### src/rtl/core/mhpq_pkg.sv
package mhpq_pkg;

    localparam int unsigned DATA_W  = 32;
    localparam int unsigned TOTAL_W = 8;

    localparam logic [1:0] ST_OK    = 2'd0;
    localparam logic [1:0] ST_EMPTY = 2'd1;
    localparam logic [1:0] ST_FULL  = 2'd2;

    localparam logic OP_PUSH = 1'b0;
    localparam logic OP_POP  = 1'b1;

    typedef struct packed {
        logic                     operation;
        logic signed [DATA_W-1:0] new_value;
    } t_in_item;

    typedef struct packed {
        logic [1:0]               status;
        logic signed [DATA_W-1:0] out_value;
        logic signed [DATA_W-1:0] min_value;
        logic                     heap_empty;
        logic [TOTAL_W-1:0]       entry_total;
    } t_out_item;

    typedef enum logic [3:0] {
        S_IDLE,
        S_CHECK,
        S_UP,
        S_UP_CMP,
        S_POP_LD,
        S_DN_RD,
        S_DN_CMP,
        S_ROOT_RD,
        S_ROOT_LD,
        S_RESULT
    } t_state;

    typedef enum logic [3:0] {
        DP_NONE,
        DP_LOAD,
        DP_SET_FULL,
        DP_SET_EMPTY,
        DP_PUSH_INIT,
        DP_PLACE,
        DP_UP_READ,
        DP_UP_STEP,
        DP_POP_READ,
        DP_POP_LOAD,
        DP_DN_READ,
        DP_DN_STEP,
        DP_ROOT_READ,
        DP_ROOT_LOAD
    } t_dp_cmd;

    typedef struct packed {
        logic op_pop;
        logic full;
        logic empty;
        logic at_root;
        logic up_more;
        logic dn_more;
    } t_dp_stat;

endpackage

### src/rtl/core/mhpq_ctrl.sv
module mhpq_ctrl (
    input  logic              i_clk,
    input  logic              i_rst_n,
    input  logic              i_in_valid,
    input  logic              i_out_free,
    input  mhpq_pkg::t_dp_stat i_stat,
    output mhpq_pkg::t_dp_cmd  o_cmd,
    output logic              o_in_stall,
    output logic              o_done
);
    import mhpq_pkg::*;

    t_state r_state;
    t_state n_state;

    always_ff @(posedge i_clk) begin
        if (!i_rst_n) begin
            r_state <= S_IDLE;
        end else begin
            r_state <= n_state;
        end
    end

    always_comb begin
        n_state = r_state;
        unique case (r_state)
            S_IDLE: begin
                if (i_in_valid) n_state = S_CHECK;
            end
            S_CHECK: begin
                if (i_stat.op_pop) begin
                    n_state = i_stat.empty ? S_ROOT_RD : S_POP_LD;
                end else begin
                    n_state = i_stat.full ? S_ROOT_RD : S_UP;
                end
            end
            S_UP:      n_state = i_stat.at_root ? S_ROOT_RD : S_UP_CMP;
            S_UP_CMP:  n_state = i_stat.up_more ? S_UP : S_ROOT_RD;
            S_POP_LD:  n_state = S_DN_RD;
            S_DN_RD:   n_state = S_DN_CMP;
            S_DN_CMP:  n_state = i_stat.dn_more ? S_DN_RD : S_ROOT_RD;
            S_ROOT_RD: n_state = S_ROOT_LD;
            S_ROOT_LD: n_state = S_RESULT;
            S_RESULT: begin
                if (i_out_free) n_state = S_IDLE;
            end
            default:   n_state = S_IDLE;
        endcase
    end

    always_comb begin
        o_cmd      = DP_NONE;
        o_in_stall = 1'b1;
        o_done     = 1'b0;
        unique case (r_state)
            S_IDLE: begin
                o_in_stall = 1'b0;
                if (i_in_valid) o_cmd = DP_LOAD;
            end
            S_CHECK: begin
                if (i_stat.op_pop) begin
                    o_cmd = i_stat.empty ? DP_SET_EMPTY : DP_POP_READ;
                end else begin
                    o_cmd = i_stat.full ? DP_SET_FULL : DP_PUSH_INIT;
                end
            end
            S_UP:      o_cmd = i_stat.at_root ? DP_PLACE : DP_UP_READ;
            S_UP_CMP:  o_cmd = DP_UP_STEP;
            S_POP_LD:  o_cmd = DP_POP_LOAD;
            S_DN_RD:   o_cmd = DP_DN_READ;
            S_DN_CMP:  o_cmd = DP_DN_STEP;
            S_ROOT_RD: o_cmd = DP_ROOT_READ;
            S_ROOT_LD: o_cmd = DP_ROOT_LOAD;
            S_RESULT:  o_done = i_out_free;
            default:   o_cmd = DP_NONE;
        endcase
    end

    a_load_only_idle: assert property (@(posedge i_clk) disable iff (!i_rst_n)
        (o_cmd == DP_LOAD) |-> (r_state == S_IDLE && !o_in_stall))
        else $error("load outside idle");
    a_done_to_idle: assert property (@(posedge i_clk) disable iff (!i_rst_n)
        o_done |=> (r_state == S_IDLE))
        else $error("done did not return to idle");
    a_accept_to_check: assert property (@(posedge i_clk) disable iff (!i_rst_n)
        (i_in_valid && !o_in_stall) |=> (r_state == S_CHECK))
        else $error("accepted item not checked");

endmodule

### config.mk
export PLATFORM = sky130hd
export DESIGN_NAME = mhpq_ctrl
export DESIGN_NICKNAME = d
export VERILOG_FILES = /design/src/rtl/core/mhpq_pkg.sv /design/src/rtl/core/mhpq_ctrl.sv
export SDC_FILE = /design/constraint.sdc
export NUM_CORES = 1
export LEC_CHECK = 0
export BUFFER_PORTS_ARGS = -buffer_cell sky130_fd_sc_hd__clkbuf_2
export CAP_MARGIN = 25
export CORE_AREA = 2 2 39 41
export DETAILED_ROUTE_END_ITERATION = 16
export DIE_AREA = 0 0 41 43
export SYNTH_ARGS = -nofsm -noshare
export SYNTH_HDL_FRONTEND = slang
export SYNTH_SLANG_ARGS = --single-unit
### constraint.sdc
create_clock -name i_clk -period 1.4 [get_ports i_clk]
set_input_delay 0.35 -clock i_clk [delete_from_list [all_inputs] [get_ports i_clk]]
set_output_delay 0.35 -clock i_clk [all_outputs]
set_load 0.02 [all_outputs]
==> results of run 1 <==
worst max-delay path: cells and delay by family, from the launching register on:
| family | cells | cell delay (ns) |
|---|---|---|
| buffers and inverters | 1 | 0.13 |
| DFF | 1 | 0.37 |
| AOI/OAI and AO/OA | 2 | 0.46 |
| and+or+nand+nor | 2 | 0.17 |
cell families after synthesis:
| logic type | after synthesis | synth area share |
|---|---|---|
| AND/OR/NAND/NOR | 23 | 0.296 |
| AO/OA/AOI/OAI | 22 | 0.365 |
| buffers and inverters | 9 | 0.119 |
| flip-flops | 4 | 0.186 |
| multiplexers | 1 | 0.0348 |
placed cells by master, fill, tap and decap left out, drive strengths merged:
| master | n |
|---|---|
| a221oi | 1 |
| nand2b | 2 |
| nand2 | 4 |
| mux2 | 1 |
| nor4 | 1 |
| buf | 30 |
| a211oi | 1 |
| o31ai | 1 |
| clkbuf | 13 |
| a22oi | 1 |
| inv | 5 |
| a31o | 1 |
| o21ai | 7 |
| a311oi | 1 |
| and3 | 3 |
| o32ai | 1 |
| a32o | 1 |
| nor2 | 4 |
| dfxtp | 4 |
| a31oi | 1 |
| nor3 | 5 |
| a21oi | 3 |
| and2 | 1 |
| a2111oi | 1 |
| o22ai | 1 |
| nand3 | 1 |
| a32oi | 1 |
| nand4bb | 1 |
| nor2b | 1 |
synth_stat cells:
| library cell | instances | area share |
|---|---|---|
| sky130_fd_sc_hd__a2111oi_2 | 1 | 0.035 |
| sky130_fd_sc_hd__a211oi_1 | 1 | 0.017 |
| sky130_fd_sc_hd__a21oi_1 | 3 | 0.035 |
| sky130_fd_sc_hd__a221oi_1 | 1 | 0.020 |
| sky130_fd_sc_hd__a22oi_1 | 1 | 0.017 |
| sky130_fd_sc_hd__a311oi_1 | 1 | 0.020 |
| sky130_fd_sc_hd__a31o_2 | 1 | 0.020 |
| sky130_fd_sc_hd__a31oi_1 | 1 | 0.015 |
| sky130_fd_sc_hd__a32o_1 | 1 | 0.023 |
| sky130_fd_sc_hd__a32oi_1 | 1 | 0.020 |
| sky130_fd_sc_hd__and2_1 | 1 | 0.015 |
| sky130_fd_sc_hd__and3_1 | 2 | 0.029 |
| sky130_fd_sc_hd__and3_2 | 1 | 0.017 |
| sky130_fd_sc_hd__buf_2 | 2 | 0.023 |
| sky130_fd_sc_hd__buf_6 | 2 | 0.052 |
| sky130_fd_sc_hd__dfxtp_1 | 4 | 0.19 |
| sky130_fd_sc_hd__inv_1 | 3 | 0.026 |
| sky130_fd_sc_hd__inv_2 | 2 | 0.017 |
| sky130_fd_sc_hd__mux2_4 | 1 | 0.035 |
| sky130_fd_sc_hd__nand2_1 | 4 | 0.035 |
| sky130_fd_sc_hd__nand2b_1 | 2 | 0.029 |
| sky130_fd_sc_hd__nand3_1 | 1 | 0.012 |
| sky130_fd_sc_hd__nand4bb_1 | 1 | 0.026 |
| sky130_fd_sc_hd__nor2_1 | 4 | 0.035 |
| sky130_fd_sc_hd__nor2b_1 | 1 | 0.015 |
| sky130_fd_sc_hd__nor3_1 | 4 | 0.046 |
| sky130_fd_sc_hd__nor3_2 | 1 | 0.023 |
| sky130_fd_sc_hd__nor4_1 | 1 | 0.015 |
| sky130_fd_sc_hd__o21ai_0 | 4 | 0.046 |
| sky130_fd_sc_hd__o21ai_1 | 2 | 0.023 |
| sky130_fd_sc_hd__o21ai_2 | 1 | 0.020 |
| sky130_fd_sc_hd__o22ai_1 | 1 | 0.015 |
| sky130_fd_sc_hd__o31ai_1 | 1 | 0.017 |
| sky130_fd_sc_hd__o32ai_1 | 1 | 0.020 |
where the power goes:
part	total (mW)	internal (mW)	switching [mW]
Sequential	0.190	0.144	0.0455
Clock	0.140	0.0957	0.0444
Combinational	0.752	0.402	0.350
Total	1.08	0.641	0.440
final timing paths:
path / from / end / slack [ns] / depth (start not counted)
min: i_rst_n / r_state[1] / 0.38 / 2
max reg2reg: r_state[2] / r_state[2] / 0.04 / 7
max: r_state[0] / o_cmd[0] / -0.31 / 5
min reg2reg: r_state[3] / r_state[2] / 0.62 / 2
routing by layer:
layer,global-route usage,part of all wire
met5,0,0
met4,0.0800,0.0092
met3,0.0314,0.022
met2,0.284,0.54
met1,0.237,0.43
final cells by class:
cell class | count | area share
inverters | 5 | 0.0311
flip-flops and latches | 4 | 0.113
repair buffers | 40 | 0.348
clock buffers | 3 | 0.0267
well taps | 16 | 0.0237
multi-input cells | 46 | 0.458
per-stage QoR:
stage                     std cells  cell area (um^2)  hold WS, ns
after CTS                       111               762        0.372
after detailed placement        107               672        0.617
after global routing            114               845        0.382
final                           114               845        0.379
after floorplan                  59               452        0.503
after global placement          107               672        0.616
repair_timing:
| item | CTS | global route |
|---|---|---|
| setup endpoints to repair | 7 | 6 |
| setup buffers | 2 | 3 |
| pin swaps | 7 | 5 |
| gates resized for setup | 23 | 20 |
==> parameters.txt, run 1 <==
Parameter                              Value

GRT
  Overflow left after global routing    0
  Total routing usage reported by global routing    0.184
  First-pass GRT wire length    2.24 mm
  Pin count of the biggest net entering global routing    11
  Antenna violations before repair    0
  Via count of the first global-routing pass    550

Yosys
  Avg Inst Size Synth    7.32 um^2
  Ys Warns    0
  Combined area of all synthesized cells    432 um^2
  Sequential fraction of the synthesis area    0.186
  Register bit count reported by yosys    4
  Syn_nets    69
  Number of cells produced by synthesis    59
  Synth cell types    34

Route
  Number of antenna-violating nets in the routed design    0
  Drt first-iter violations    12
  Via-to-Cell Ratio    5.25
  Total Wirelength    1.53 mm
  DR vias    599
  Routed WL per cell    13.4 um
  Number of detailed-routing iterations run before antenna repair    4
  Remaining design rule violation count    0

Placement
  HPWL Detailed    1.12 mm
  Setup slack at placement    -0.267 ns
  Final estimated routing congestion in global placement    0.792
  Count of input and output buffers    15

STA
  Fraction of the cycle the final worst path needs    1.22
  Max-slew headroom at the worst pin    0.747
  Transition at the pin with the smallest max-transition slack    0.376 ns
  Min cycle time layout    1.71 ns
  Setup total negative slack    -1.35 ns
  Number of max-slew violations in the final report    0
  Final hold vios    0
  Setup repair after global routing missed its margin    true
  Crit path setup slack, layout    -0.313 ns
  Number of setup violations in the final report    6
  Setup clock skew after layout    0.00463 ns
  Fmax    0.584 GHz

Power and ir drop
  Power density over cell area    1280 nW/um^2
  Total power of the final layout    1.08 mW
  Maximum ir drop on the vdd rail    0.000685 V
  Lkg Pwr    0.378 nW

Cells and area
  Net count of the finished layout    110
  Core Util, Final    0.610
  Synth-to-Final Area Change    95.7%
  Number of flip-flops under the largest register name    4
  Register bank with the most flops    r_state
  Filler instances    125
  Fraction of final layout cells with drive strength greater than 1    0.714
  Register Area    95.1 um^2
  Biggest registers after layout    r_state (4)
  Multi-input logic area    387 um^2
  Antenna diode instance count    0

Floorplanning
  Ports    16
  Standard-cell row count    14
  Placeable core area    1380 um^2
  Floorplan die height    43 um
  Initial Utilization    0.312
  Horizontal extent of the die    41 um
  Die area    1760 um^2

Critical path
  Crit path max-delay cell type    sky130_fd_sc_hd__dfxtp_4
  Cell Chain, Critical Path    nand2b_4, nand2_1, a31o_2, a32o_2, buf_8
  Worst Path Class, Setup    reg -> out
  Worst path arrival time    1.36 ns
  Critical Path Source Type    register
  Worst endpoint required time    1.05 ns
  Max incr delay on CP    0.37 ns
  Critical Path Fanout Max    5
  Kind of end point of the critical path    output pin

Clocking
  CTS Root Cell    sky130_fd_sc_hd__clkbuf_4
  CTS Buf Count    3
  CTS tree    built
  Skew-Pair Late Insertion Delay    0.23 ns
  Sink Count    4
  Cts hold-fix bufs    0
  Buffer depth of the longest clock path    2
  CTS HTree Levels    1
  CTS clk-pin slew, worst paths    0.04 ns

Outcome
  Violated checks    setup timing
  Outcome    complete, but fails checks

Min path
  Worst min-delay path class    in -> reg

Flow run
  Max-capacitance violation count    0
No activity file was read; power rests on OpenSTA's default activity.
==> run 2: changes to the inputs <==
Settings changed: MAX_ROUTING_LAYER set to met4.
==> run 2 against run 1 <==
- the flow still finishes with violations (setup timing)
- clock power barely moved
- routed wire length is 0.79% lower
- combinational power is essentially flat
- sequential cell count stayed put
- count of clock-buffer cells in the layout did not move
- hold slack improved by 0.0014 ns
- register-to-register slack about the same
- via count grew 0.50%
- sequential power barely moved
- largest cell class unchanged
==> parameters.txt, run 2 (synthesis gave the netlist of run 1 again) <==
Parameter                              Value

Cells and area
  Most frequent cells in the layout    sky130_fd_sc_hd__buf_4 (26), sky130_fd_sc_hd__clkbuf_2 (10), sky130_fd_sc_hd__nor3_1 (4), sky130_fd_sc_hd__dfxtp_4 (4)
  Register bank with the most flops    r_state
  Final std cells w/o fill    114 (unchanged)
  Most frequent standard cell in the layout excluding fill and tap cells    sky130_fd_sc_hd__buf_4
  Antenna diode instance count    0 (unchanged)
  Filler instances    125 (unchanged)
  Fraction of final layout cells with drive strength greater than 1    0.714 (unchanged)
  Net count of the finished layout    110 (unchanged)
  Number of flip-flops under the largest register name    4 (unchanged)
  Biggest registers after layout    r_state (4)
  Synth-to-Final Area Change    95.7% (unchanged)

GRT
  GR Layer Usage met3    0.0314 (unchanged)
  Pin count of the biggest net entering global routing    11 (unchanged)
  GRT met1 Usage    0.237 (unchanged)
  Busiest layer in global routing    met2
  First-pass GRT wire length    2.24 mm (unchanged)
  Overflow left after global routing    0 (unchanged)
  Antenna violations before repair    0 (unchanged)
  Met2 routing resource usage after global routing    0.284 (unchanged)
  Total routing usage reported by global routing    0.188 (+0.00453)
  Via count of the first global-routing pass    550 (unchanged)

STA
  Fmax    0.584 GHz (+0.11%)
  Fraction of the cycle the final worst path needs    1.22 (-0.00135)
  Min cycle time layout    1.71 ns (-0.00189 ns)
  Setup repair after global routing missed its margin    true
  Crit path setup slack, layout    -0.311 ns (+0.00189 ns)
  Number of setup violations in the final report    6 (unchanged)
  Final hold vios    0 (unchanged)
  Transition at the pin with the smallest max-transition slack    0.374 ns (-0.00204 ns)
  Number of max-slew violations in the final report    0 (unchanged)
  Max-slew headroom at the worst pin    0.749 (+0.00137)
  Setup clock skew after layout    0.00336 ns (-0.00126 ns)

Clocking
  CTS Root Cell    sky130_fd_sc_hd__clkbuf_4
  Buffer depth of the longest clock path    2 (unchanged)
  CTS HTree Levels    1 (unchanged)
  Cts hold-fix bufs    0 (unchanged)
  CTS tree    built
  Sink Count    4 (unchanged)
  Skew-Pair Late Insertion Delay    0.23 ns (about the same)
  CTS Buf Count    3 (unchanged)
  CTS clk-pin slew, worst paths    0.04 ns (about the same)

Outcome
  Violated checks    setup timing
  Outcome    complete, but fails checks

Floorplanning
  Floorplan die height    43 um (unchanged)
  Standard-cell row count    14 (unchanged)
  Horizontal extent of the die    41 um (unchanged)
  Ports    16 (unchanged)
  Die area    1760 um^2 (unchanged)
  Initial Utilization    0.312 (unchanged)
  Placeable core area    1380 um^2 (unchanged)

Critical path
  Startpoint of the most critical setup path    r_state[0]
  Worst path arrival time    1.36 ns (about the same)
  Path depth of the worst reg2reg path    7 (unchanged)
  Critical register-to-register path startpoint    r_state[2]
  Worst Path Class, Setup    reg -> out
  Critical Path Fanout Max    5 (unchanged)
  Kind of end point of the critical path    output pin
  Worst endpoint required time    1.05 ns (about the same)
  Critical Path Source Type    register

Flow run
  Max-capacitance violation count    0 (unchanged)

Route
  Number of antenna-violating nets in the routed design    0 (unchanged)
  Drt first-iter violations    8 (-4)
  Number of detailed-routing iterations run before antenna repair    4 (unchanged)
  Routed WL per cell    13.3 um (-0.79%)
  Remaining design rule violation count    0 (unchanged)
  Total Wirelength    1.51 mm (-0.79%)
  DR vias    602 (+0.50%)
  Via-to-Cell Ratio    5.28 (+0.50%)

Placement
  Number of placed instances with taps included    107 (unchanged)
  HPWL Detailed    1.12 mm (unchanged)
  Final estimated routing congestion in global placement    0.804 (+1.4%)
  Setup slack at placement    -0.267 ns (unchanged)
  Count of input and output buffers    15 (unchanged)

Min path
  Worst Min Path Start    i_rst_n
  Worst min-delay path class    in -> reg
  Cell count of the worst hold path    2 (unchanged)

Power and ir drop
  Power density over cell area    1280 nW/um^2 (-0.18%)
  Maximum ir drop on the vdd rail    0.000684 V (-0.12%)
  Total power of the final layout    1.08 mW (-0.18%)
  Lkg Pwr    0.378 nW (unchanged)
## run 2: cell counts in the layout (fill, tap and decap cells not counted)
No cell type changed its count.
## run 2: timing repair
action	in CTS	in global routing
gates resized for setup	23	20
pin swaps	7	5
setup endpoints to repair	7	6
setup buffers	2	3
## run 2: worst paths after layout
kind,endpoint,slack (ns)
worst max register to register,r_state[2],0.04
worst min register to register,r_state[2],0.63
worst min-delay path,r_state[1],0.38
worst max-delay path,o_cmd[0],-0.31
## run 2: power breakdown
part | internal, mW | switching (mW)
combinational | 0.402 | 0.350
clock | 0.0956 | 0.0431
sequential | 0.144 | 0.0452
## run 2: metal layers
| metal | wire length [um] | vias to the layer above | part of all wire |
|---|---|---|---|
| met3 | 32 | 2 | 0.021 |
| met2 | 804 | 13 | 0.53 |
| met4 | 16 | 0 | 0.011 |
| li1 | - | 311 | - |
| met1 | 659 | 276 | 0.44 |
| met5 | 0 | - | 0 |
## run 2: per-stage QoR
step,cell area [um^2],TNS [ns],util,hold slack [ns]
CTS,762,-1.52,0.551,0.372
global route,845,-1.67,0.610,0.382
detailed placement,672,-0.824,0.486,0.617
floorplan,452,-0.274,-,0.503
finish,845,-1.34,0.610,0.380
global placement,672,-0.716,0.486,0.616
## run 2: area by class of cell
type	instances	area, um^2	area share
multi-input combinational	46	387	0.458
timing repair buffer	40	294	0.348
sequential	4	95.1	0.113
inverter	5	26.3	0.0311
clock buffer	3	22.5	0.0267
tap	16	20.0	0.0237
## run 2: worst max-delay path: stages (launching register included)
cell	delay (ns)
sky130_fd_sc_hd__dfxtp_4	0.37
sky130_fd_sc_hd__nand2b_4	0.13
sky130_fd_sc_hd__nand2_1	0.04
sky130_fd_sc_hd__a31o_2	0.21
sky130_fd_sc_hd__a32o_2	0.25
sky130_fd_sc_hd__buf_8	0.13
==> run 3: changes to the inputs <==
Settings changed: SETUP_SLACK_MARGIN set to 0.05, SLEW_MARGIN set to 0.
==> run 3 against run 2 <==
- the flow still finishes with violations (setup timing)
- via count rose by 1.8%
- final cell count is the same
- clock power grew 4%
- global-route usage rose by 2.9 points
- count of clock-buffer cells in the layout unchanged
- highest routed layer unchanged
==> parameters.txt, run 3 (synthesis gave the netlist of run 1 again) <==
Parameter                              Value

Critical path
  Crit path max-delay cell type    sky130_fd_sc_hd__dfxtp_4
  Critical Path Fanout Max    5 (unchanged)
  Combined buffer and inverter count along the critical path    1 (unchanged)
  Worst Path Class, Setup    reg -> out
  Cell Chain, Critical Path    nand2b_4, nand2_1, a31o_2, a32o_2, buf_8
  Worst endpoint required time    1.05 ns (about the same)
  Worst path arrival time    1.37 ns (about the same)
  Kind of end point of the critical path    output pin
  Setup slack of the worst register-to-register path    0.06 ns (+0.02 ns)
  CP top delay family    compound AO/OA/AOI/OAI gates
  Critical Path Source Type    register
  Max incr delay on CP    0.37 ns (about the same)

Placement
  HPWL Detailed    1.10 mm (-1.7%)
  Final estimated routing congestion in global placement    0.811 (+0.95%)
  Count of input and output buffers    15 (unchanged)

Route
  Number of antenna-violating nets in the routed design    0 (unchanged)
  Via-to-Cell Ratio    5.38 (+1.8%)
  Routed WL per cell    14.2 um (+7.3%)
  DR vias    613 (+1.8%)
  Number of detailed-routing iterations run before antenna repair    4 (unchanged)
  Drt first-iter violations    17 (+9)
  Remaining design rule violation count    0 (unchanged)
  Total Wirelength    1.62 mm (+7.3%)

GRT
  Overflow left after global routing    0 (unchanged)
  Via count of the first global-routing pass    614 (+12%)
  Antenna violations before repair    0 (unchanged)
  First-pass GRT wire length    2.51 mm (+12%)
  Pin count of the biggest net entering global routing    11 (unchanged)
  Total routing usage reported by global routing    0.217 (+0.0292)

Cells and area
  Number of flip-flops under the largest register name    4 (unchanged)
  Filler instances    117 (-6.4%)
  Antenna diode instance count    0 (unchanged)
  Most frequent cells in the layout    sky130_fd_sc_hd__buf_4 (25), sky130_fd_sc_hd__clkbuf_2 (9), sky130_fd_sc_hd__buf_6 (5), sky130_fd_sc_hd__dfxtp_4 (4)
  Core Util, Final    0.638 (+0.0280)
  Fraction of final layout cells with drive strength greater than 1    0.745 (+0.0306)
  Synth-to-Final Area Change    105%
  Register bank with the most flops    r_state
  Most frequent standard cell in the layout excluding fill and tap cells    sky130_fd_sc_hd__buf_4
  Net count of the finished layout    110 (unchanged)
  Biggest registers after layout    r_state (4)

STA
  Fraction of the cycle the final worst path needs    1.23 (+0.00549)
  Min cycle time layout    1.72 ns (+0.00769 ns)
  Setup repair after global routing missed its margin    true
  Final hold vios    0 (unchanged)
  Number of max-slew violations in the final report    0 (unchanged)
  Fmax    0.582 GHz (-0.45%)
  Crit path setup slack, layout    -0.319 ns (-0.00769 ns)
  Max-slew headroom at the worst pin    0.752 (+0.00321)
  Setup total negative slack    -1.30 ns (+0.0351 ns)
  Number of setup violations in the final report    6 (unchanged)
  Setup clock skew after layout    0.0000368 ns (-0.00333 ns)
  Transition at the pin with the smallest max-transition slack    0.369 ns (-0.00477 ns)

Power and ir drop
  Lkg Pwr    0.388 nW (+2.8%)
  Power density over cell area    1320 nW/um^2 (+3.0%)
  Power share of the clock group    0.123 (-0.005)
  Switching part of the total    0.409 (+0.00300)
  Combinational cell fraction of total power    0.710 (+0.014)
  Maximum ir drop on the vdd rail    0.000814 V (+19%)
  Switching power summed over all nets    0.476 mW (+8.5%)
  Internal cell power    0.687 mW (+7.2%)
  Sequential Power Share    0.166 (-0.009)

Outcome
  Outcome    complete, but fails checks
  Violated checks    setup timing

Floorplanning
  Standard-cell row count    14 (unchanged)
  Placeable core area    1380 um^2 (unchanged)
  Floorplan die height    43 um (unchanged)
  Horizontal extent of the die    41 um (unchanged)
  Die area    1760 um^2 (unchanged)
  Initial Utilization    0.312 (unchanged)
  Ports    16 (unchanged)

Clocking
  Sink Count    4 (unchanged)
  CTS HTree Levels    1 (unchanged)
  CTS Root Cell    sky130_fd_sc_hd__clkbuf_4
  CTS tree    built
  Buffer depth of the longest clock path    2 (unchanged)
  CTS Buf Count    3 (unchanged)
  CTS clk-pin slew, worst paths    0.04 ns (about the same)
  Cts hold-fix bufs    0 (unchanged)
  Skew-Pair Late Insertion Delay    0.23 ns (about the same)

Flow run
  Max-capacitance violation count    0 (unchanged)

Min path
  Worst min-delay path class    in -> reg
## run 3: changes by cell type in the layout (fill, tap and decap cells not counted), sizes merged
cell	before	now
buf	30	31
clkbuf	13	12
## run 3: power groups by stage
stage	registers, mW	clock network (mW)	logic, mW
after floorplan	0.156	0	0.381
after global placement	0.174	0	0.575
after detailed placement	0.177	0	0.581
after CTS	0.184	0.153	0.720
after global routing	0.196	0.168	0.888
final	0.193	0.144	0.826
## run 3: worst paths after layout
check,from,endpoint,cells past startpoint
hold reg to reg,r_state[1],r_state[3],3
setup / recovery,r_state[0],o_cmd[0],5
setup reg to reg,r_state[2],r_state[2],6
hold / removal,i_rst_n,r_state[1],2
## run 3: final cells by class
cell class / count / area [um^2] / area share
flip-flops and latches: 4 / 95.1 / 0.108
multi-input cells: 46 / 418 / 0.473
inverters: 5 / 23.8 / 0.0269
clock buffers: 3 / 22.5 / 0.0255
well taps: 16 / 20.0 / 0.0227
repair buffers: 40 / 304 / 0.344
## run 3: through the flow
step	hold slack (ns)	instances	instance area [um^2]	setup WS, ns	total power [mW]
6_report	0.371	114	883	-0.319	1.16
5_1_grt	0.366	114	883	-0.375	1.25
3_3_place_gp	0.615	107	672	-0.213	0.750
4_1_cts	0.364	114	827	-0.333	1.06
2_1_floorplan	0.503	59	452	-0.0945	0.537
3_5_place_dp	0.614	107	672	-0.265	0.758
## run 3: per-layer routing
layer	wire [um]	global-route usage
met4	13	0.0400
met3	71	0.0890
met2	855	0.353
met1	684	0.242
met5	0	-
## run 3: repair_timing
item                                    CTS  global route
gates cloned                              0             0
pin swaps                                 9             5
endpoints found under the setup margin    9             9
resized for setup                        31            21
buffers inserted                          5             2
